<file path="src/hdl/sabd_pkg.sv">
// sabd_pkg: shared widths, register indexes and constants for the ssd anchor box decoder
// no dependencies; used by the channel interfaces and the top level
package sabd_pkg;

    // field widths
    localparam int DATA_W  = 16;   // score and raw box values, signed
    localparam int PIX_W   = 14;   // pixel outputs
    localparam int IDX_W   = 10;   // anchor index
    localparam int ANCH_W  = 14;   // anchor centre in 1/16384 of the frame
    localparam int Q_W     = 18;   // normalised position before scaling, signed

    // anchor layout
    localparam int NUM_ANCHORS  = 896;
    localparam int FINE_ANCHORS = 512;

    // fixed point
    localparam int FRAC_SHIFT = 14;
    localparam int PIX_MAX    = 16383;

    // reciprocal for the coarse grid: cell = ((m >> 1) * 171) >> 9, exact for m >> 1 below 512
    localparam int RECIP3     = 171;
    localparam int RECIP3_SH  = 9;

    // configuration register layout
    localparam int CFG_ADDR_W = 4;
    localparam int CFG_DATA_W = 32;

    typedef enum logic [1:0] {
        REG_FRAME_WIDTH     = 2'd0,
        REG_FRAME_HEIGHT    = 2'd1,
        REG_SCORE_THRESHOLD = 2'd2
    } t_reg_idx;

    // coordinate slots in the datapath arrays
    localparam int C_LEFT   = 0;
    localparam int C_TOP    = 1;
    localparam int C_WIDTH  = 2;
    localparam int C_HEIGHT = 3;
    localparam int NUM_COORD = 4;

endpackage

</file>
<file path="src/hdl/sabd_if.sv">
// sabd_in_if / sabd_out_if: valid-ready channels for detector outputs and decoded boxes
// depends on sabd_pkg for field widths
interface sabd_in_if import sabd_pkg::*; ();
    logic                     valid;
    logic                     ready;
    logic signed [DATA_W-1:0] score;
    logic signed [DATA_W-1:0] raw_x_center;
    logic signed [DATA_W-1:0] raw_y_center;
    logic signed [DATA_W-1:0] raw_width;
    logic signed [DATA_W-1:0] raw_height;

    modport source (
        output valid, score, raw_x_center, raw_y_center, raw_width, raw_height,
        input  ready
    );
    modport sink (
        input  valid, score, raw_x_center, raw_y_center, raw_width, raw_height,
        output ready
    );
endinterface

interface sabd_out_if import sabd_pkg::*; ();
    logic             valid;
    logic             ready;
    logic             keep;
    logic [PIX_W-1:0] box_left;
    logic [PIX_W-1:0] box_top;
    logic [PIX_W-1:0] box_width_px;
    logic [PIX_W-1:0] box_height_px;
    logic [IDX_W-1:0] anchor_index;
    logic             last_anchor;

    modport source (
        output valid, keep, box_left, box_top, box_width_px, box_height_px,
               anchor_index, last_anchor,
        input  ready
    );
    modport sink (
        input  valid, keep, box_left, box_top, box_width_px, box_height_px,
               anchor_index, last_anchor,
        output ready
    );
endinterface

</file>
<file path="src/hdl/ssd_anchor_box_decoder_unit.sv">
// each item is held first in the input register, then in the result register
// throughput: one transfer per cycle in and out while the sink takes results;
// set by the two-register pipeline, each stage moves when the next frees
// reset (i_rst_n, synchronous, active low): pipeline empty, anchor counter 0,
// frame 640 x 480 (truncated to FRAME_DIM_BITS), score threshold 128 (0.5 in Q8.8)
// depends on sabd_pkg and the channel interfaces in sabd_if.sv
module ssd_anchor_box_decoder_unit import sabd_pkg::*; #(
    parameter int FRAME_DIM_BITS = 12
) (
    input  logic                  i_clk,
    input  logic                  i_rst_n,
    // configuration port
    input  logic                  psel,
    input  logic                  penable,
    input  logic                  pwrite,
    input  logic [CFG_ADDR_W-1:0] paddr,
    input  logic [CFG_DATA_W-1:0] pwdata,
    output logic [CFG_DATA_W-1:0] prdata,
    output logic                  pready,
    // streams
    sabd_in_if.sink               i_in,
    sabd_out_if.source            o_out
);

    // product width: signed Q_W position times unsigned frame dimension
    localparam int PW   = Q_W + FRAME_DIM_BITS + 1;
    // width of the product once the fraction is dropped
    localparam int SH_W = PW - FRAC_SHIFT;
    localparam int EXT_W = SH_W + PIX_W;

    localparam logic [FRAME_DIM_BITS-1:0] WIDTH_RST  = FRAME_DIM_BITS'(640);
    localparam logic [FRAME_DIM_BITS-1:0] HEIGHT_RST = FRAME_DIM_BITS'(480);
    localparam logic signed [DATA_W-1:0]  THR_RST    = DATA_W'(128);
    localparam logic [IDX_W-1:0]          LAST_IDX   = IDX_W'(NUM_ANCHORS - 1);

    // ---------------------------------------------------------------
    // configuration registers
    // ---------------------------------------------------------------
    logic [FRAME_DIM_BITS-1:0] r_frame_w;
    logic [FRAME_DIM_BITS-1:0] r_frame_h;
    logic signed [DATA_W-1:0]  r_thr;
    logic                      cfg_wr;
    t_reg_idx                  cfg_idx;

    assign pready  = 1'b1;
    assign cfg_wr  = psel && penable && pwrite && pready;
    assign cfg_idx = t_reg_idx'(paddr[3:2]);

    always_ff @(posedge i_clk) begin
        if (!i_rst_n) begin
            r_frame_w <= WIDTH_RST;
            r_frame_h <= HEIGHT_RST;
            r_thr     <= THR_RST;
        end else if (cfg_wr) begin
            case (cfg_idx)
                REG_FRAME_WIDTH:     r_frame_w <= pwdata[FRAME_DIM_BITS-1:0];
                REG_FRAME_HEIGHT:    r_frame_h <= pwdata[FRAME_DIM_BITS-1:0];
                REG_SCORE_THRESHOLD: r_thr     <= signed'(pwdata[DATA_W-1:0]);
                default: begin
                    // unmapped slot, write dropped
                end
            endcase
        end
    end

    // read back, threshold sign extended
    always_comb begin
        case (cfg_idx)
            REG_FRAME_WIDTH:     prdata = CFG_DATA_W'(r_frame_w);
            REG_FRAME_HEIGHT:    prdata = CFG_DATA_W'(r_frame_h);
            REG_SCORE_THRESHOLD: prdata = CFG_DATA_W'(r_thr);
            default:             prdata = '0;
        endcase
    end

    // ---------------------------------------------------------------
    // pipeline flow control
    // each stage loads when it is empty or its contents move on
    // ---------------------------------------------------------------
    logic r_v1, r_v2;
    logic adv1, adv2;
    logic in_xfer;

    assign adv2     = !r_v2 || o_out.ready;
    assign adv1     = !r_v1 || adv2;
    assign i_in.ready = adv1;
    assign in_xfer  = i_in.valid && adv1;

    always_ff @(posedge i_clk) begin
        if (!i_rst_n) begin
            r_v1 <= 1'b0;
            r_v2 <= 1'b0;
        end else begin
            if (adv1) r_v1 <= i_in.valid;
            if (adv2) r_v2 <= r_v1;
        end
    end

    // ---------------------------------------------------------------
    // anchor counter and anchor centre lookup
    // fine grid: 16 x 16 cells, 2 anchors each, centre (2*cell+1)*512
    // coarse grid: 8 x 8 cells, 6 anchors each, centre (2*cell+1)*1024
    // ---------------------------------------------------------------
    logic [IDX_W-1:0]  r_anchor_cnt;
    logic [IDX_W-1:0]  n_anchor_cnt;
    logic [8:0]        coarse_off;
    logic [15:0]       coarse_mul;
    logic [5:0]        coarse_cell;
    logic [7:0]        fine_cell;
    logic [ANCH_W-1:0] anch_x;
    logic [ANCH_W-1:0] anch_y;

    assign n_anchor_cnt = (r_anchor_cnt == LAST_IDX) ? '0 : r_anchor_cnt + IDX_W'(1);

    always_ff @(posedge i_clk) begin
        if (!i_rst_n) begin
            r_anchor_cnt <= '0;
        end else if (in_xfer) begin
            r_anchor_cnt <= n_anchor_cnt;
        end
    end

    always_comb begin
        fine_cell   = r_anchor_cnt[8:1];
        coarse_off  = 9'(r_anchor_cnt - IDX_W'(FINE_ANCHORS));
        // divide by 6: halve, then times the reciprocal of 3
        coarse_mul  = 16'(coarse_off[8:1]) * 16'(RECIP3);
        coarse_cell = coarse_mul[RECIP3_SH+5:RECIP3_SH];
        if (r_anchor_cnt < IDX_W'(FINE_ANCHORS)) begin
            anch_x = {1'b0, fine_cell[3:0], 1'b1, 8'b0};
            anch_y = {1'b0, fine_cell[7:4], 1'b1, 8'b0};
        end else begin
            anch_x = {coarse_cell[2:0], 1'b1, 10'b0};
            anch_y = {coarse_cell[5:3], 1'b1, 10'b0};
        end
        // fine centres are (2c+1)*512: shift the whole field left by one
        if (r_anchor_cnt < IDX_W'(FINE_ANCHORS)) begin
            anch_x = {anch_x[ANCH_W-2:0], 1'b0};
            anch_y = {anch_y[ANCH_W-2:0], 1'b0};
        end
    end

    // ---------------------------------------------------------------
    // stage 1: input register
    // ---------------------------------------------------------------
    logic signed [DATA_W-1:0] r1_score;
    logic signed [DATA_W-1:0] r1_rx, r1_ry, r1_rw, r1_rh;
    logic [ANCH_W-1:0]        r1_ax, r1_ay;
    logic [IDX_W-1:0]         r1_idx;

    always_ff @(posedge i_clk) begin
        if (in_xfer) begin
            r1_score <= i_in.score;
            r1_rx    <= i_in.raw_x_center;
            r1_ry    <= i_in.raw_y_center;
            r1_rw    <= i_in.raw_width;
            r1_rh    <= i_in.raw_height;
            r1_ax    <= anch_x;
            r1_ay    <= anch_y;
            r1_idx   <= r_anchor_cnt;
        end
    end

    // ---------------------------------------------------------------
    // stage 1 -> 2: position in 1/16384 of the frame, then scale by frame size
    //   left = 2*x + ax - w, top = 2*y + ay - h, width = 2*w, height = 2*h
    // ---------------------------------------------------------------
    logic signed [Q_W-1:0] q     [NUM_COORD];
    logic signed [PW-1:0]  q_ext [NUM_COORD];
    logic signed [PW-1:0]  dim   [NUM_COORD];
    logic signed [PW-1:0]  prod  [NUM_COORD];
    logic signed [Q_W-1:0] rx_e, ry_e, rw_e, rh_e;
    logic signed [Q_W-1:0] ax_e, ay_e;

    always_comb begin
        rx_e = Q_W'(r1_rx);
        ry_e = Q_W'(r1_ry);
        rw_e = Q_W'(r1_rw);
        rh_e = Q_W'(r1_rh);
        ax_e = signed'(Q_W'(r1_ax));
        ay_e = signed'(Q_W'(r1_ay));
        q[C_LEFT]   = (rx_e <<< 1) + ax_e - rw_e;
        q[C_TOP]    = (ry_e <<< 1) + ay_e - rh_e;
        q[C_WIDTH]  = rw_e <<< 1;
        q[C_HEIGHT] = rh_e <<< 1;
        dim[C_LEFT]   = signed'(PW'(r_frame_w));
        dim[C_TOP]    = signed'(PW'(r_frame_h));
        dim[C_WIDTH]  = signed'(PW'(r_frame_w));
        dim[C_HEIGHT] = signed'(PW'(r_frame_h));
        for (int c = 0; c < NUM_COORD; c++) begin
            q_ext[c] = PW'(q[c]);
            prod[c]  = q_ext[c] * dim[c];
        end
    end

    // ---------------------------------------------------------------
    // keep decision, truncate to whole pixels, saturate, zero every field of a dropped box
    // a zero frame size gives a zero product, which counts as non-negative
    // ---------------------------------------------------------------
    logic             keep;
    logic [EXT_W-1:0] shifted [NUM_COORD];
    logic [PIX_W-1:0] pix     [NUM_COORD];

    always_comb begin
        keep = (r1_score > r_thr);
        for (int c = 0; c < NUM_COORD; c++) begin
            keep = keep && !prod[c][PW-1];
        end
        for (int c = 0; c < NUM_COORD; c++) begin
            shifted[c] = EXT_W'(prod[c][PW-1:FRAC_SHIFT]);
            if (!keep) begin
                pix[c] = '0;
            end else if (shifted[c] > EXT_W'(PIX_MAX)) begin
                pix[c] = PIX_W'(PIX_MAX);
            end else begin
                pix[c] = shifted[c][PIX_W-1:0];
            end
        end
    end

    // ---------------------------------------------------------------
    // stage 2: result register
    // ---------------------------------------------------------------
    logic             r2_keep;
    logic [PIX_W-1:0] r2_pix [NUM_COORD];
    logic [IDX_W-1:0] r2_idx;
    logic             r2_last;

    always_ff @(posedge i_clk) begin
        if (adv2 && r_v1) begin
            r2_keep <= keep;
            for (int c = 0; c < NUM_COORD; c++) begin
                r2_pix[c] <= pix[c];
            end
            r2_idx  <= r1_idx;
            r2_last <= (r1_idx == LAST_IDX);
        end
    end

    assign o_out.valid         = r_v2;
    assign o_out.keep          = r2_keep;
    assign o_out.box_left      = r2_pix[C_LEFT];
    assign o_out.box_top       = r2_pix[C_TOP];
    assign o_out.box_width_px  = r2_pix[C_WIDTH];
    assign o_out.box_height_px = r2_pix[C_HEIGHT];
    assign o_out.anchor_index  = r2_idx;
    assign o_out.last_anchor   = r2_last;

    // ---------------------------------------------------------------
    // checks
    // ---------------------------------------------------------------
    a_cnt_range: assert property (@(posedge i_clk) disable iff (!i_rst_n)
        r_anchor_cnt <= LAST_IDX)
        else $error("anchor counter past final anchor");

    a_last_flag: assert property (@(posedge i_clk) disable iff (!i_rst_n)
        r_v2 |-> (r2_last == (r2_idx == LAST_IDX)))
        else $error("last anchor flag does not match index");

    a_drop_zero: assert property (@(posedge i_clk) disable iff (!i_rst_n)
        (r_v2 && !r2_keep) |-> (r2_pix[C_LEFT] == '0 && r2_pix[C_TOP] == '0 &&
                                r2_pix[C_WIDTH] == '0 && r2_pix[C_HEIGHT] == '0))
        else $error("dropped box carries non-zero fields");

    a_stall_hold: assert property (@(posedge i_clk) disable iff (!i_rst_n)
        (r_v2 && !o_out.ready) |=> (r_v2 && $stable(r2_idx)))
        else $error("stalled result lost or changed");

    a_cnt_step: assert property (@(posedge i_clk) disable iff (!i_rst_n)
        (in_xfer && $past(i_rst_n) && r_anchor_cnt != LAST_IDX) |=>
            (r_anchor_cnt == $past(r_anchor_cnt) + IDX_W'(1)))
        else $error("anchor counter did not advance on transfer");

endmodule

</file>
<file path="src/flat_wrapper.sv">
// flat-port wrapper written by rule: the top's interface ports become plain ports
module ssd_anchor_box_decoder_unit_flat import sabd_pkg::*;
#(
    parameter int FRAME_DIM_BITS = 12
)
  (i_clk, i_rst_n, psel, penable, pwrite, paddr, pwdata, prdata, pready, i_in_valid, i_in_score, i_in_raw_x_center, i_in_raw_y_center, i_in_raw_width, i_in_raw_height, i_in_ready, o_out_valid, o_out_keep, o_out_box_left, o_out_box_top, o_out_box_width_px, o_out_box_height_px, o_out_anchor_index, o_out_last_anchor, o_out_ready);
  sabd_in_if i_in_i ();
  sabd_out_if o_out_i ();
  input  logic i_clk;
  input  logic i_rst_n;
  input  logic psel;
  input  logic penable;
  input  logic pwrite;
  input  logic [CFG_ADDR_W-1:0] paddr;
  input  logic [CFG_DATA_W-1:0] pwdata;
  output logic [CFG_DATA_W-1:0] prdata;
  output logic pready;
  input wire logic [$bits(i_in_i.valid)-1:0] i_in_valid;
  input wire logic [$bits(i_in_i.score)-1:0] i_in_score;
  input wire logic [$bits(i_in_i.raw_x_center)-1:0] i_in_raw_x_center;
  input wire logic [$bits(i_in_i.raw_y_center)-1:0] i_in_raw_y_center;
  input wire logic [$bits(i_in_i.raw_width)-1:0] i_in_raw_width;
  input wire logic [$bits(i_in_i.raw_height)-1:0] i_in_raw_height;
  output wire logic [$bits(i_in_i.ready)-1:0] i_in_ready;
  output wire logic [$bits(o_out_i.valid)-1:0] o_out_valid;
  output wire logic [$bits(o_out_i.keep)-1:0] o_out_keep;
  output wire logic [$bits(o_out_i.box_left)-1:0] o_out_box_left;
  output wire logic [$bits(o_out_i.box_top)-1:0] o_out_box_top;
  output wire logic [$bits(o_out_i.box_width_px)-1:0] o_out_box_width_px;
  output wire logic [$bits(o_out_i.box_height_px)-1:0] o_out_box_height_px;
  output wire logic [$bits(o_out_i.anchor_index)-1:0] o_out_anchor_index;
  output wire logic [$bits(o_out_i.last_anchor)-1:0] o_out_last_anchor;
  input wire logic [$bits(o_out_i.ready)-1:0] o_out_ready;
  assign i_in_i.valid = i_in_valid;
  assign i_in_i.score = i_in_score;
  assign i_in_i.raw_x_center = i_in_raw_x_center;
  assign i_in_i.raw_y_center = i_in_raw_y_center;
  assign i_in_i.raw_width = i_in_raw_width;
  assign i_in_i.raw_height = i_in_raw_height;
  assign i_in_ready = i_in_i.ready;
  assign o_out_valid = o_out_i.valid;
  assign o_out_keep = o_out_i.keep;
  assign o_out_box_left = o_out_i.box_left;
  assign o_out_box_top = o_out_i.box_top;
  assign o_out_box_width_px = o_out_i.box_width_px;
  assign o_out_box_height_px = o_out_i.box_height_px;
  assign o_out_anchor_index = o_out_i.anchor_index;
  assign o_out_last_anchor = o_out_i.last_anchor;
  assign o_out_i.ready = o_out_ready;
  ssd_anchor_box_decoder_unit #(.FRAME_DIM_BITS(FRAME_DIM_BITS)) u_core (.i_clk(i_clk), .i_rst_n(i_rst_n), .psel(psel), .penable(penable), .pwrite(pwrite), .paddr(paddr), .pwdata(pwdata), .prdata(prdata), .pready(pready), .i_in(i_in_i), .o_out(o_out_i));
endmodule
</file>
<file path="config.mk">
export PLATFORM = sky130hd
export DESIGN_NAME = ssd_anchor_box_decoder_unit_flat
export DESIGN_NICKNAME = d
export VERILOG_FILES = /design/src/hdl/sabd_pkg.sv /design/src/hdl/sabd_if.sv /design/src/hdl/ssd_anchor_box_decoder_unit.sv /design/src/flat_wrapper.sv
export SDC_FILE = /design/constraint.sdc
export NUM_CORES = 2
export LEC_CHECK = 0
export ABC_AREA = 0
export BUFFER_PORTS_ARGS = -buffer_cell sky130_fd_sc_hd__buf_2
export CAP_MARGIN = 20
export CORE_MARGIN = 2
export CORE_UTILIZATION = 63
export DETAILED_ROUTE_END_ITERATION = 10
export HOLD_SLACK_MARGIN = 0.08
export PLACE_DENSITY = 0.82
export SLEW_MARGIN = 30
export SYNTH_ARGS = -nofsm -noshare
export SYNTH_HDL_FRONTEND = slang
export SYNTH_SLANG_ARGS = --single-unit
</file>
<file path="constraint.sdc">
create_clock -name i_clk -period 12.3 [get_ports i_clk]
set_clock_uncertainty 0.05 [all_clocks]
set_input_delay 1.23 -clock i_clk [delete_from_list [all_inputs] [get_ports i_clk]]
set_output_delay 1.23 -clock i_clk [all_outputs]
set_load 0.03 [all_outputs]
</file>
# Word level (Yosys, flattened, before mapping)
# Memory sizes are Yosys's and may differ from the RTL's.
# Cells that the tools add are included.
[op_classes]
order_cmp = 6
n_mux = 16
add_sub_neg = 6
reduce_logical = 20
n_eq_ne = 4
mul = 5
[ops]
columns = ["cell", "count"]
rows = [
  ["$mux W14", 12],
  ["$pmux W32 S3", 1],
  ["$gt A17 B14 Y1 const B", 4],
  ["$mul A18 B13 Y31", 2],
  ["$mul A16 B13 Y29", 2],
  ["$add A17 B15 Y18", 2],
  ["$sub A18 B16 Y18", 2],
  ["$eq A10 B10 Y1 const B", 2],
  ["$gt A16 B16 Y1", 1],
  ["$mul A8 B8 Y15 const B", 1],
  ["$add A10 B1 Y10 const B", 1],
  ["$lt A10 B10 Y1 const B", 1],
  ["$mux W10", 1],
  ["$sub A9 B1 Y9 const B", 1],
  ["$logic_and A1 B1 Y1", 8],
  ["$logic_not A1 Y1", 6],
  ["$reduce_and A2 Y1", 3],
  ["$eq A2 B1 Y1 const B", 1],
  ["$eq A2 B2 Y1 const B", 1],
  ["$logic_not A2 Y1", 1],
  ["$logic_or A1 B1 Y1", 2],
  ["$mux W1", 2],
]
[totals]
memories = 1
regBits = 182
elab_cells = 77
ramBits = 56
[memory_table]
columns = ["memory", "words", "word_bits", "rd", "rd_clocked_by_memory_dff", "wr", "line", "text"]
rows = [
  ["u_core.r2_pix", 4, 14, 4, 0, 4, "ssd_anchor_box_decoder_unit.sv:225", "logic [PIX_W-1:0] r2_pix [NUM_COORD];"],
]

# Longest topological paths before layout
[logic_depth]
depth_word = 9
ltp_mapped = 40
mapped_depth_nobuf = 37

# Least setup slack after synthesis
# No wires, ideal clock.
[synth_path]
path_type = "register to register"
from = "register u_core.r1_rh[2]"
to = "memory u_core.r2_pix[2][0] (data pin)"
synth_period_minus_slack_ns = 9.211
t_arrival_ns = 9.031
t_required_ns = 12.120
path_stages_with_launch = 39
n_path_buf = 4
slack_ns = 3.089
setup_ns = 0.130
path_cell_list = "edfxtp_1 clkbuf_1 inv_1 ha_1 ha_1 a21o_1 a21oi_1 o21ai_0 a21oi_1 o21ai_0 a41o_1 o41ai_1 o2111ai_1 a21oi_1 xnor2_1 clkbuf_1 and2_1 fa_1 (+3 left out) fa_1 fa_1 inv_1 fa_1 inv_1 ha_1 and3_1 a211oi_1 o21ai_1 a211o_1 a221o_1 a41oi_2 nor2_1 a2111o_1 nor4_4 buf_4 buf_6 o21a_1"
[synth_lines]
columns = ["element", "line", "text"]
rows = [
  ["start, declared", "ssd_anchor_box_decoder_unit.sv:147", "logic signed [DATA_W-1:0] r1_rx, r1_ry, r1_rw, r1_rh;"],
  ["start signal, assigned", "ssd_anchor_box_decoder_unit.sv:157", "r1_rh <= i_in.raw_height;"],
  ["end, declared", "ssd_anchor_box_decoder_unit.sv:225", ""],
]

==> results_dict.tcl <==
set metrics [dict create \
    status "finished, final reports clean" \
    post-cts-setup-buffer-count 0 \
    async_reset_ff_share_pct 0 \
    combPwrFrac_pct 79.4 \
    grt_first_pass_wirelength_mm 151 \
    rr_worst_depth 34 \
    max_slew.worst_pin.slew_ps 1000 \
    crit_arrival_ps 11340 \
    die_h_um 257 \
    internal-power_mw 4.42 \
    synth-main-ff-cell "edfxtp_1" \
    wl_mm 89.5 \
    vias 28300 \
    synth-edff-count 169 \
    drive_gt1_share_pct 7.52 \
    synth_top_area_cell "fa_1" \
    cap_violations 0 \
    cpMostUsedCell "fa_1" \
    hold_path_class "flop to flop" \
    max_stage_delay_ps 810 \
    drc 0 \
    wl_met2_mm 43.0 \
    ir_worst_vdd_v 0.000433 \
    grt_pass1_vias 30200 \
    ios 226 \
    cts_root_buf "clkbuf_16" \
    drtIter0Drc 2021 \
    ctsResizeCount 0 \
    period_needed_ps 10970 \
    syn_to_final_growth_pct 6.69 \
    clk_pin_slew_ps 70 \
    rows 92 \
    cts_buffers 26 \
    dp_hpwl_mm 70.0 \
    netlist_area_sq_um 40200 \
    crit_cells 34 \
    synth_fp_nets 5522 \
    slowest_stage "o41ai_1" \
    p_sw_share_pct 51.9 \
    clock_latency_ps 600 \
    netlist_instances 4260 \
    p_leak_nw 22.1 \
    max_freq_mhz 91.2 \
    final-setup-viol-count 0 \
    dpl_cell_area_sq_um 41900 \
    grt_max_degree 66 \
    synth_top_area_share_pct 38.1 \
    antenna_left 0 \
    cp-start-kind "flop" \
    via_per_inst 5.43 \
    die-area_sq_um 65900 \
    fillCellCount 4749 \
    ys_top_cells_by_area "fa_1 38%, edfxtp_1 13%, ha_1 12%" \
    track_usage_pct 28.4 \
    power-per-cell-area_nw_per_um2 214 \
    seqPwrFrac_pct 11.2 \
    cts_max_level 1 \
    pwr-share-clk_pct 9.3 \
    avgSynthCellArea_sq_um 9.44 \
    routed.top_layer "met4" \
    n_antenna_cell 0 \
    core_area_sq_um 63100 \
    antenna_found_initial 0 \
    start_util_pct 63.8 \
    wl_per_cell_um 17.2 \
    cts_hold_buffers 0 \
    final_area_sq_um 42900 \
    worst-endpoint-required_ps 12670 \
    slew_viol_final 0 \
    yosys_warnings 0 \
    netlist-cell-type-count 66 \
    ys_seq_area_share_pct 15.2 \
    path_class "flop to flop" \
    wl_met3_mm 6.54 \
    numPortBuffers 206 \
    ys_ff_latch 221 \
    p_sw_mw 4.77 \
    cp-end-kind "flop" \
    gp_congestion 0.849 \
    path_max_fanout 37 \
    crit_buf_inv 5 \
    clock-sinks 221 \
    final_nets 5605 \
    wl_met1_mm 36.9 \
    min_period_over_period_pct 89.2 \
    cts_tree "yes" \
    relSlewSlack_pct 32.3 \
    drt-pass1-iter-count 6 \
    die_w_um 257 \
    rsz0062_at_grt "no" \
    fin_tns_setup_ps 0 \
    grt_overflow 0 \
    cts_max_path_buffers 3 \
    hold_viol 0 \
    holdPathStages 0 \
    critical_path.top_delay_family "compound AO/OA/AOI/OAI gates" \
]
## Yosys cell counts (4+ instances only)
cell type and instances:
clkbuf_1 170, fa_1 765, a21oi_1 60, a211oi_1 6
xnor2_1 93, o31ai_1 6, nor2b_1 32, nor3_1 24
a21boi_0 39, o21ai_1 4, and2_1 377, o211ai_1 5
nand2_1 548, edfxtp_1 169, o2111ai_1 5, a211o_1 7
and3_1 14, a31oi_1 8, a21o_1 37, o21bai_1 7
buf_1 5, xor2_1 40, inv_1 1063, nand2b_1 22
dfxtp_1 52, and4_1 5, o41ai_1 5, mux2i_1 16
buf_4 19, ha_1 374, a21boi_1 15, o21a_1 54
nand3_1 29, or3_1 8, o21ai_0 49, nand4_1 12
or2_2 5, nor2_1 66
## power by group through the flow
stage / Combinational (mW) / Clock (mW) / Sequential (mW)
floorplan: 5.39 / 0 / 1.13
global placement: 6.96 / 0 / 1.05
detailed placement: 7.20 / 0 / 1.04
CTS: 7.28 / 0.879 / 1.03
global route: 8.27 / 0.906 / 1.04
finish: 7.30 / 0.858 / 1.03
## routing by layer
| metal | track usage, % | vias to the layer above |
|---|---|---|
| met4 | 9.03 | 0 |
| met3 | 3.57 | 199 |
| met2 | 47.7 | 1014 |
| li1 | - | 12900 |
| met5 | 0 | - |
| met1 | 38.7 | 14200 |
## final timing paths
kind | startpoint | end | slack, ps
worst max-delay path | u_core.r1_rh[2] | u_core.r2_pix[0][3] | 1330
worst min-delay path | u_core.r1_idx[0] | u_core.o_out.anchor_index[0] | 430
worst min register to register | u_core.r1_idx[0] | u_core.o_out.anchor_index[0] | 430
worst max register to register | u_core.r1_rh[2] | u_core.r2_pix[0][3] | 1330
## placed cells by master (no fill, tap or decap), types with 52 or more instances in the layout
| master | instances |
|---|---|
| xnor2_1 | 84 |
| o21a_1 | 54 |
| nand2_1 | 548 |
| ha_1 | 374 |
| inv_1 | 1063 |
| buf_2 | 206 |
| a21oi_1 | 60 |
| edfxtp_1 | 169 |
| dfxtp_1 | 52 |
| fa_1 | 765 |
| and2_1 | 376 |
| nor2_1 | 65 |
## final cells by class
class,instances,area (sq um),share of cell area [%]
clock buffers,39,847,1.97
clock inverters,9,90.1,0.210
inverters,1063,3990,9.30
multi-input cells,2776,29400,68.4
flip-flops and latches,221,6120,14.3
well taps,846,1060,2.47
repair buffers,255,1440,3.35
## kinds of logic (layout without fill, tap and decap cells)
| group | Yosys count | count (layout) | share of synthesized area (%) |
|---|---|---|---|
| other | 2 | 2 | 0.0187 |
| multiplexers | 17 | 17 | 0.426 |
| adder cells (fa/ha/maj) | 1141 | 1141 | 49.8 |
| XOR/XNOR | 133 | 133 | 2.90 |
| AND/OR/NAND/NOR | 1151 | 1151 | 14.0 |
| flip-flops | 221 | 221 | 15.2 |
| AO/OA/AOI/OAI | 332 | 332 | 5.66 |
| buffers and inverters | 1263 | 1366 | 12.0 |
## flip-flops by register name, summed over array words and instances, names as in the netlist
| register | cells |
|---|---|
| u_core.r2_pix | 56 |
| u_core.r1_rw | 16 |
| u_core.r_v1 | 1 |
| u_core.o_out.anchor_index | 10 |
| u_core.r1_ay | 6 |
| u_core.r_thr | 16 |
| u_core.r_frame_h | 12 |
| u_core.r1_score | 16 |
| u_core.r_frame_w | 12 |
| u_core.r_anchor_cnt | 10 |
| u_core.r1_rh | 16 |
| u_core.o_out.last_anchor | 1 |
| u_core.o_out.valid | 1 |
| u_core.r1_idx | 10 |
| u_core.r1_rx | 16 |
| u_core.o_out.keep | 1 |
| u_core.r1_ax | 5 |
| u_core.r1_ry | 16 |
## worst reg2reg max path: cells and delay by family, from the launching register on
| kind | cells | cell delay, ps |
|---|---|---|
| buffers and inverters | 5 | 710 |
| adders and majority gates | 8 | 3460 |
| AOI/OAI and AO/OA | 16 | 4460 |
| xor gates and xnor gates | 1 | 720 |
| DFF | 1 | 640 |
| and+or+nand+nor | 4 | 770 |
## per-stage QoR
step | hold slack [ps] | instances | setup WS, ps | power (mW) | util (%)
final | 429 | 5209 | 1330 | 9.19 | 68.0
after global routing | 443 | 5209 | 711 | 10.2 | 68.0
after CTS | 417 | 5207 | 1170 | 9.19 | 67.9
after detailed placement | 389 | 5159 | 1230 | 8.25 | 66.4
after global placement | 403 | 5159 | 1600 | 8.01 | 66.3
after floorplan | 356 | 4260 | 3090 | 6.52 | -
Note: power is estimated with default switching activity, not from simulation.
